## src/design/assert_macros.svh

```systemverilog
// Assertion helpers used by the log datapath
`ifndef ASSERT_MACROS_SVH
`define ASSERT_MACROS_SVH

// Check a property on every clock edge outside reset
`define CEL_ASSERT(lbl, clk, rst_n, prop, msg) \
    lbl: assert property (@(posedge clk) disable iff (!(rst_n)) prop) else $error(msg);

// Check that a condition never holds outside reset
`define CEL_NEVER(lbl, clk, rst_n, cond, msg) \
    `CEL_ASSERT(lbl, clk, rst_n, !(cond), msg)

`endif

```

## src/design/cel_pkg.sv

```systemverilog
// ----------------------------------------------------------------------------
// cel_pkg
// Types and fixed constants of the circular event log.
// ----------------------------------------------------------------------------
package cel_pkg;

    localparam logic [1:0] ACT_WRITE = 2'd0;
    localparam logic [1:0] ACT_READ  = 2'd1;
    localparam logic [1:0] ACT_CLEAR = 2'd2;

    localparam logic [1:0] STS_OK      = 2'd0;
    localparam logic [1:0] STS_EMPTY   = 2'd1;
    localparam logic [1:0] STS_DONE    = 2'd2;
    localparam logic [1:0] STS_BAD_POS = 2'd3;

    localparam logic [15:0] OLDEST_MARK = 16'hFFFF;

    // One million is 2^6 * 15625: the low six bits pass straight through and
    // the rest is divided by 15625, one 16-bit digit per two steps.
    localparam logic [13:0] DIV_BASE  = 14'd15625;
    // ceil(2^44 / 15625), exact for any 30-bit partial dividend
    localparam logic [30:0] DIV_RECIP = 31'd1125899907;
    localparam int          DIV_SHIFT = 44;
    localparam int          DIV_STEPS = 8;
    localparam int          DIV_CNT_W = 3;

    typedef enum logic [1:0] {
        ST_IDLE,
        ST_DIV,
        ST_EXEC,
        ST_RESP
    } t_cel_state;

    typedef struct packed {
        logic load;
        logic div_step;
        logic exec;
    } t_cel_cmd;

    typedef struct packed {
        logic is_write;
        logic div_last;
    } t_cel_sts;

endpackage

```

## src/design/cel_ctrl.sv

```systemverilog
// ----------------------------------------------------------------------------
// cel_ctrl
// Sequencer: accepts a request, runs the divider for writes, commits the
// request to the datapath and holds the result until it is taken.
// ----------------------------------------------------------------------------
module cel_ctrl
    import cel_pkg::*;
(
    input  logic     i_clk,
    input  logic     i_rst_n,
    input  logic     i_in_valid,
    output logic     o_in_ready,
    output logic     o_out_valid,
    input  logic     i_out_ready,
    input  t_cel_sts i_sts,
    output t_cel_cmd o_cmd
);

    t_cel_state r_state;
    t_cel_state n_state;

    // Advance state
    always_ff @(posedge i_clk) begin
        if (!i_rst_n) begin
            r_state <= ST_IDLE;
        end else begin
            r_state <= n_state;
        end
    end

    // Next state
    always_comb begin
        n_state = r_state;
        unique case (r_state)
            ST_IDLE: begin
                if (i_in_valid) n_state = ST_DIV;
            end
            ST_DIV: begin
                if (!i_sts.is_write || i_sts.div_last) n_state = ST_EXEC;
            end
            ST_EXEC: n_state = ST_RESP;
            ST_RESP: begin
                if (i_out_ready) n_state = ST_IDLE;
            end
            default: n_state = ST_IDLE;
        endcase
    end

    // Outputs
    always_comb begin
        o_in_ready     = 1'b0;
        o_out_valid    = 1'b0;
        o_cmd.load     = 1'b0;
        o_cmd.div_step = 1'b0;
        o_cmd.exec     = 1'b0;
        unique case (r_state)
            ST_IDLE: begin
                o_in_ready = 1'b1;
                o_cmd.load = i_in_valid;
            end
            ST_DIV:  o_cmd.div_step = i_sts.is_write;
            ST_EXEC: o_cmd.exec = 1'b1;
            ST_RESP: o_out_valid = 1'b1;
            default: o_in_ready = 1'b0;
        endcase
    end

endmodule

```

## config.mk

```make
export PLATFORM = sky130hd
export DESIGN_NAME = cel_ctrl
export DESIGN_NICKNAME = d
export VERILOG_FILES = /design/src/design/assert_macros.svh /design/src/design/cel_pkg.sv /design/src/design/cel_ctrl.sv
export SDC_FILE = /design/constraint.sdc
export NUM_CORES = 1
export LEC_CHECK = 0
export ABC_AREA = 1
export BUFFER_PORTS_ARGS = -buffer_cell sky130_fd_sc_hd__buf_4
export CORE_AREA = 5 5 42 44
export CTS_CLUSTER_SIZE = 10
export DETAILED_ROUTE_END_ITERATION = 10
export DIE_AREA = 0 0 47 49
export SLEW_MARGIN = 20
export SYNTH_ARGS = -nofsm -noshare
export SYNTH_HDL_FRONTEND = slang
export SYNTH_SLANG_ARGS = --single-unit
```

## constraint.sdc

```tcl
create_clock -name i_clk -period 1.4 [get_ports i_clk]
set_input_delay 0.42 -clock i_clk [delete_from_list [all_inputs] [get_ports i_clk]]
set_output_delay 0.42 -clock i_clk [all_outputs]
set_load 0.05 [all_outputs]
```

Word-level counts from Yosys, hierarchy flattened
Index checks and enable logic that the tools add are counted.
W data, S select, Z words.
{"block": "op_classes", "n_addsub": 0, "n_mul": 0, "n_div": 0, "magnitude_cmp": 0, "eq_ne": 6, "n_shift": 0, "n_mux": 9, "bitwise": 0, "n_reduce_logical": 4}
{"operator": "$pmux W2 S4", "n": 1}
{"operator": "$mux W2", "n": 3}
{"operator": "$ne A2 B2 Y1 const B", "n": 3}
{"operator": "$mux W1", "n": 5}
{"operator": "$eq A2 B2 Y1 const B", "n": 2}
{"operator": "$reduce_and A3 Y1", "n": 1}
{"operator": "$eq A2 B1 Y1 const B", "n": 1}
{"operator": "$logic_not A2 Y1", "n": 1}
{"operator": "$logic_not A1 Y1", "n": 1}
{"operator": "$logic_or A1 B1 Y1", "n": 1}
{"block": "word_totals", "regBits": 2, "latch_bits": 0, "ramBits": 0, "rom_bits": 0, "out_inout_bits": 5, "n_memories": 0}

Depth between registers and ports, before layout
Gate-level depths: netlist (run 1).
{"block": "depth", "depth_word": 4, "ltp_mapped": 7, "ltp_nobuf": 7}

Least setup slack after synthesis (run 1)
OpenSTA, ideal clock, no wires.
{"block": "synth_timing", "path_type": "flip-flop to output port", "start": "register r_state[0]", "end": "output o_cmd[2] (netlist bit)", "arrival_ns": 1.331, "t_required_ns": 0.980, "path_slack_ns": -0.351, "stages_incl_launch_ff": 5, "path_buffers": 0, "cell_sequence": "dfxtp_1 -> inv_1 -> ha_1 -> nand2_1 -> inv_1"}
{"item": "from (decl)", "line": "cel_ctrl.sv:19", "source": "t_cel_state r_state;"}
{"item": "from (signal assigned)", "line": "cel_ctrl.sv:27", "source": "r_state <= n_state;"}
{"item": "to (decl)", "line": "cel_ctrl.sv:16", "source": "output t_cel_cmd o_cmd"}

==> flow_metrics.tcl, run 1 <==
set metrics [dict create \
    status "finished, violations left" \
    violations "negative setup slack" \
    maxSlewViolCount 0 \
    antenna_found_initial 0 \
    busiest_layer "met2" \
    initial_core_util_pct 14.29 \
    dr.pass1.iters 4 \
    period_share_pct 107.7 \
    min_period_ns 1.508 \
    min_from "i_rst_n" \
    synth_top_area_cell "ha_1" \
    synth_area_sq_um 200.2 \
    clock.fmax_ghz 0.6630 \
    layout.cells.non_filler 62 \
    start_kind "flip-flop" \
    gr-usage-met3_pct 1.476 \
    synth_flop_cell "dfxtp_1" \
    cts-buffers-inserted 3 \
    largest_reg_flops 2 \
    power_density_mw_per_mm2 2216 \
    layout_setup_ws_ns -0.1082 \
    place_inst 57 \
    hpwl_um 394.6 \
    synth.distinct_cells 9 \
    via_count 227 \
    hp-class "input port to flip-flop" \
    hold_path_depth 3 \
    gr-usage-met2_pct 7.919 \
    clk_latency_ns 0.22 \
    drive_above_1_share_pct 58.70 \
    synth_fp_nets 41 \
    grt_pass1_vias 253 \
    r2r-end "r_state[1]$_SDFFE_PN0P_" \
    ys_async_sr_fraction_pct 0 \
    core-area_sq_mm 0.001401 \
    fin_nets 58 \
    reg.largest.list "r_state x2" \
    hold_violations 0 \
    r2r_slack_ns 0.24 \
    dieArea_sq_mm 0.002303 \
    grtUsageMet1_pct 5.470 \
    gp_congestion 0.6985 \
    clkTransAtPathRegs_ns 0.03 \
    fp.dieW_um 47 \
    synth.area.top_cells "ha_1, dfxtp_1, inv_1, nor2_1, nand2_2" \
    wl_per_cell_um 7.984 \
    ir_worst_vdd_uv 553.5 \
    grt_max_degree 5 \
    cts_root_buf "clkbuf_4" \
    syn_inst 31 \
    initialDrtViolationCount 3 \
    ys_seq_area_share_pct 20.00 \
    n_antenna_cell 0 \
    synthTopCellsByCount "inv_1, nor2_1, ha_1, nand2_1, nand2_2" \
    port_buffers 10 \
    clockBufferDepth 2 \
    synth_most_common_cell "inv_1" \
    yosysWarningCount 0 \
    setup_viol 5 \
    cts_tree "yes" \
    grt_pass1_wl_um 869 \
    grt_overflow 0 \
    cp_max_fo 4 \
    drv_cap 0 \
    required_ns 0.98 \
    p_leak_uw 0.0002072 \
    startpoint "r_state[0]$_SDFFE_PN0P_" \
    cp_num_buf_inv 3 \
    h-tree-depth 1 \
    ys_ff_latch 2 \
    ant_nets 0 \
    cp_cell_sequence "inv_4, ha_4, nand2_4, clkinvlp_4, buf_8" \
    synth_edf_count 0 \
    synthToLayoutAreaGrowth_pct 97.50 \
    crit_family "flip-flops" \
    regMostFlops "r_state" \
    timing.rr.start "r_state[0]$_SDFFE_PN0P_" \
    vias_per_cell 3.661 \
    crit_path_top_delay_cell "dfxtp_4" \
    dieHeight_um 49 \
    routed_wl_um 495 \
    r2r_cells 8 \
    ios 11 \
    worstSetupPathType "flip-flop to output pin" \
    drc 0 \
    rsz0062_at_grt "true" \
    finalPower_uw 876.2 \
    yosysTopAreaCellShare_pct 25.00 \
    end_kind "output pin" \
    finClkSkew_ns 0.001254 \
    worst_pin_slew_ns 0.1466 \
    clock-sinks 2 \
    row_count 14 \
    min_to "r_state[0]$_SDFFE_PN0P_" \
    avgSynthCellArea_sq_um 6.458 \
    worstPathArrival_ns 1.09 \
    slew_headroom_pct 90.31 \
    final_util_pct 28.21 \
    max_stage_delay_ns 0.38 \
    grt_use_total_pct 5.345 \
]
-- worst reg2reg max path, stage by stage, from the launching register on --
cell and delay (ns):
dfxtp_4 0.38, inv_4 0.04, ha_4 0.16, buf_4 0.13, nand2_2 0.08, nand2_2 0.05
nor2_2 0.10, nor2_1 0.05, nor2_1 0.09
-- layout by cell type, fill, tap and decap left out --
cell / netlist / layout
nand2_2: 3 / 3
nand3_1: 1 / 1
nand2_4: 0 / 1
buf_6: 0 / 3
clkinvlp_4: 0 / 1
ha_4: 0 / 2
ha_1: 4 / 2
dfxtp_4: 0 / 1
clkbuf_4: 0 / 3
inv_1: 8 / 5
inv_2: 0 / 1
nor2_2: 1 / 1
dfxtp_2: 0 / 1
buf_8: 0 / 1
nand2_1: 4 / 3
buf_4: 0 / 8
inv_4: 0 / 1
nand4_1: 2 / 2
nor2_1: 6 / 6
-- worst max path at each step --
| stage | slack (ns) | cells past startpoint | end |
|---|---|---|---|
| finish | -0.11 | 5 | o_cmd[2] |
| global route | -0.16 | 5 | o_cmd[2] |
| CTS | -0.11 | 5 | o_cmd[2] |
| detailed placement | 0.02 | 5 | o_cmd[1] |
| global placement | 0.05 | 5 | o_cmd[2] |
| floorplan | 0.01 | 4 | o_cmd[2] |
-- repair_timing --
| action | in CTS | in global routing |
|---|---|---|
| gates cloned | 0 | 0 |
| endpoints found under the setup margin | 5 | 5 |
| hold buffers | 0 | 0 |
| pin swaps | 1 | 2 |
| buffers inserted | 2 | 0 |
| gates resized for setup | 8 | 4 |
-- area by class of cell --
type,count,area [sq um]
Fill cell,166,1006
Timing Repair Buffer,12,108.9
Tap cell,16,20.02
Multi-Input combinational cell,21,162.7
Inverter,8,36.28
Sequential cell,2,45.04
Clock buffer,3,22.52
-- report_power, final --
part,internal (uW),switching (uW)
Clock,94.4,30.7
Sequential,91.7,36.8
Combinational,257,366
-- per-layer routing --
metal | share of wire (%) | vias up
met1 | 38 | 99
met5 | 0 | -
met4 | 0 | 0
met3 | 7.9 | 0
met2 | 54 | 6
li1 | - | 122
-- stage by stage --
step | TNS [ns] | worst slack (ns) | instance area [sq um] | hold WS [ns]
after global routing | -0.5496 | -0.1565 | 395.4 | 0.4384
final | -0.2898 | -0.1082 | 395.4 | 0.4366
after global placement | 0 | 0.04681 | 314.1 | 0.5327
after floorplan | 0 | 0.01343 | 219.0 | 0.5078
after detailed placement | 0 | 0.02435 | 314.1 | 0.5386
after CTS | -0.3778 | -0.1136 | 377.9 | 0.4269
-- cell families (layout without fill, tap and decap cells) --
logic type | Yosys count | after routing | synth area share (%)
adders and majority gates | 4 | 4 | 25.00
DFF | 2 | 2 | 20.00
buffers and inverters | 8 | 23 | 15.00
and+or+nand+nor | 17 | 17 | 40.00
(Power assumes the default switching activity.)
==> run 2: changes to the inputs <==
--- a/config.mk
+++ b/config.mk
@@ -8,6 +8,7 @@
 export ABC_AREA = 1
 export BUFFER_PORTS_ARGS = -buffer_cell sky130_fd_sc_hd__buf_4
 export CORE_AREA = 5 5 42 44
+export CTS_BUF_LIST = sky130_fd_sc_hd__clkbuf_8
 export CTS_CLUSTER_SIZE = 10
 export DETAILED_ROUTE_END_ITERATION = 10
 export DIE_AREA = 0 0 47 49
==> flow_metrics.tcl, run 2 (synthesis results as in run 1) <==
set metrics [dict create \
    core-area_sq_mm 0.001401 \
    grt_use_total_pct 5.767 \
    hold_violations 0 \
    grt_pass1_wl_um 917 \
    slew_headroom_pct 90.31 \
    cp_num_buf_inv 3 \
    start_kind "flip-flop" \
    power_density_mw_per_mm2 2359 \
    setup_viol 4 \
    hp-class "input port to flip-flop" \
    clock.fmax_ghz 0.6688 \
    routed_wl_um 506 \
    n_antenna_cell 0 \
    final_cell_mix "buf_4, nor2_1, inv_1" \
    cts_tree "yes" \
    clkTransAtPathRegs_ns 0.03 \
    synthToLayoutAreaGrowth_pct 106.9 \
    cp_cell_sequence "inv_4, ha_4, nand2_4, clkinvlp_4, buf_8" \
    crit_path_top_delay_cell "dfxtp_4" \
    fp.dieW_um 47 \
    hpwl_um 394.6 \
    violations "negative setup slack" \
    wl_per_cell_um 8.161 \
    power_frac_comb_pct 63.8 \
    vias_per_cell 3.661 \
    antenna_found_initial 0 \
    grt_max_degree 5 \
    clockBufferDepth 2 \
    initial_core_util_pct 14.29 \
    status "finished, violations left" \
    finClkSkew_ns 0.001192 \
    rsz0062_at_grt "true" \
    worstSetupPathType "flip-flop to output pin" \
    crit_family "flip-flops" \
    drv_cap 0 \
    row_count 14 \
    postCtsHoldBufs 0 \
    regMostFlops "r_state" \
    period_share_pct 106.8 \
    swShare_pct 45.76 \
    layout_setup_ws_ns -0.09529 \
    finalPower_uw 977.1 \
    cts-buffers-inserted 3 \
    max_stage_delay_ns 0.38 \
    gp_congestion 0.6985 \
    grt_overflow 0 \
    drive_above_1_share_pct 58.70 \
    end_kind "output pin" \
    h-tree-depth 1 \
    worstPathArrival_ns 1.08 \
    place_inst 57 \
    dieArea_sq_mm 0.002303 \
    layout.cells.non_filler 62 \
    worst_pin_slew_ns 0.1466 \
    fin_nets 58 \
    cp_max_fo 4 \
    clk_latency_ns 0.21 \
    dieHeight_um 49 \
    min_period_ns 1.495 \
    port_buffers 10 \
    required_ns 0.98 \
    dr.pass1.iters 4 \
    drc 0 \
    ios 11 \
    cts_root_buf "clkbuf_8" \
    ir_worst_vdd_uv 670.4 \
    power_switching_uw 447.1 \
    ant_nets 0 \
    clock-sinks 2 \
    largest_reg_flops 2 \
    reg.largest.list "r_state x2" \
    final_util_pct 29.55 \
    maxSlewViolCount 0 \
    clock_power_share_pct 23.1 \
    final_common_cell "buf_4" \
    share_seq_of_total_power_pct 13.2 \
    p_int_uw 530.0 \
    grt_pass1_vias 252 \
    p_leak_uw 0.0002150 \
    initialDrtViolationCount 3 \
    via_count 227 \
]
[run 2: cell counts in the layout (fill, tap and decap cells not counted)]
Identical to the previous run, type by type.
[run 2: power groups by stage]
stage / Sequential [uW] / Clock (uW) / Combinational, uW
final: 129 / 225 / 623
after global routing: 135 / 247 / 675
after CTS: 112 / 234 / 614
after detailed placement: 112 / 0 / 527
after global placement: 111 / 0 / 519
after floorplan: 105 / 0 / 427
[run 2: worst paths after layout]
kind / startpoint / endpoint / slack [ns] / cells past startpoint
hold / removal: i_rst_n / r_state[0]$_SDFFE_PN0P_ / 0.45 / 3
setup reg to reg: r_state[0]$_SDFFE_PN0P_ / r_state[1]$_SDFFE_PN0P_ / 0.24 / 8
setup / recovery: r_state[0]$_SDFFE_PN0P_ / o_cmd[2] / -0.1 / 5
hold reg to reg: r_state[1]$_SDFFE_PN0P_ / r_state[1]$_SDFFE_PN0P_ / 0.51 / 2
[run 2: layout make-up]
cell class | count | area, sq um
inverter | 8 | 36.28
fill | 167 | 987.2
multi-input combinational | 21 | 162.7
clock buffer | 3 | 41.29
sequential | 2 | 45.04
tap | 16 | 20.02
timing repair buffer | 12 | 108.9
[run 2: worst min-delay path: stages]
cell and delay, ns:
buf_4 0.11, nand2_1 0.05, nor2_1 0.04
[run 2: stage by stage]
step	cell area (sq um)	setup WS (ns)	setup TNS, ns	hold slack, ns
after global placement	314.1	0.04681	0	0.5327
after global routing	414.1	-0.1388	-0.4691	0.4556
after CTS	396.6	-0.09365	-0.2809	0.4464
after floorplan	219.0	0.01343	0	0.5078
final	414.1	-0.09529	-0.2271	0.4506
after detailed placement	314.1	0.02435	0	0.5386
[run 2: repair_timing]
| item | in CTS | in global routing |
|---|---|---|
| setup buffers | 2 | 0 |
| endpoints found under the hold margin | 0 | 0 |
| gates resized for setup | 8 | 4 |
| cloned | 0 | 0 |
| pin swaps | 1 | 2 |
| setup endpoints to repair | 5 | 5 |
[run 2: metal layers]
metal  up-vias  part of all wire [%]  track usage (%)
met5         -                     0                0
li1        122                     -                -
met1        99                    39            5.908
met3         0                   7.7            2.583
met2         6                    53            8.145
met4         0                     0            5.530
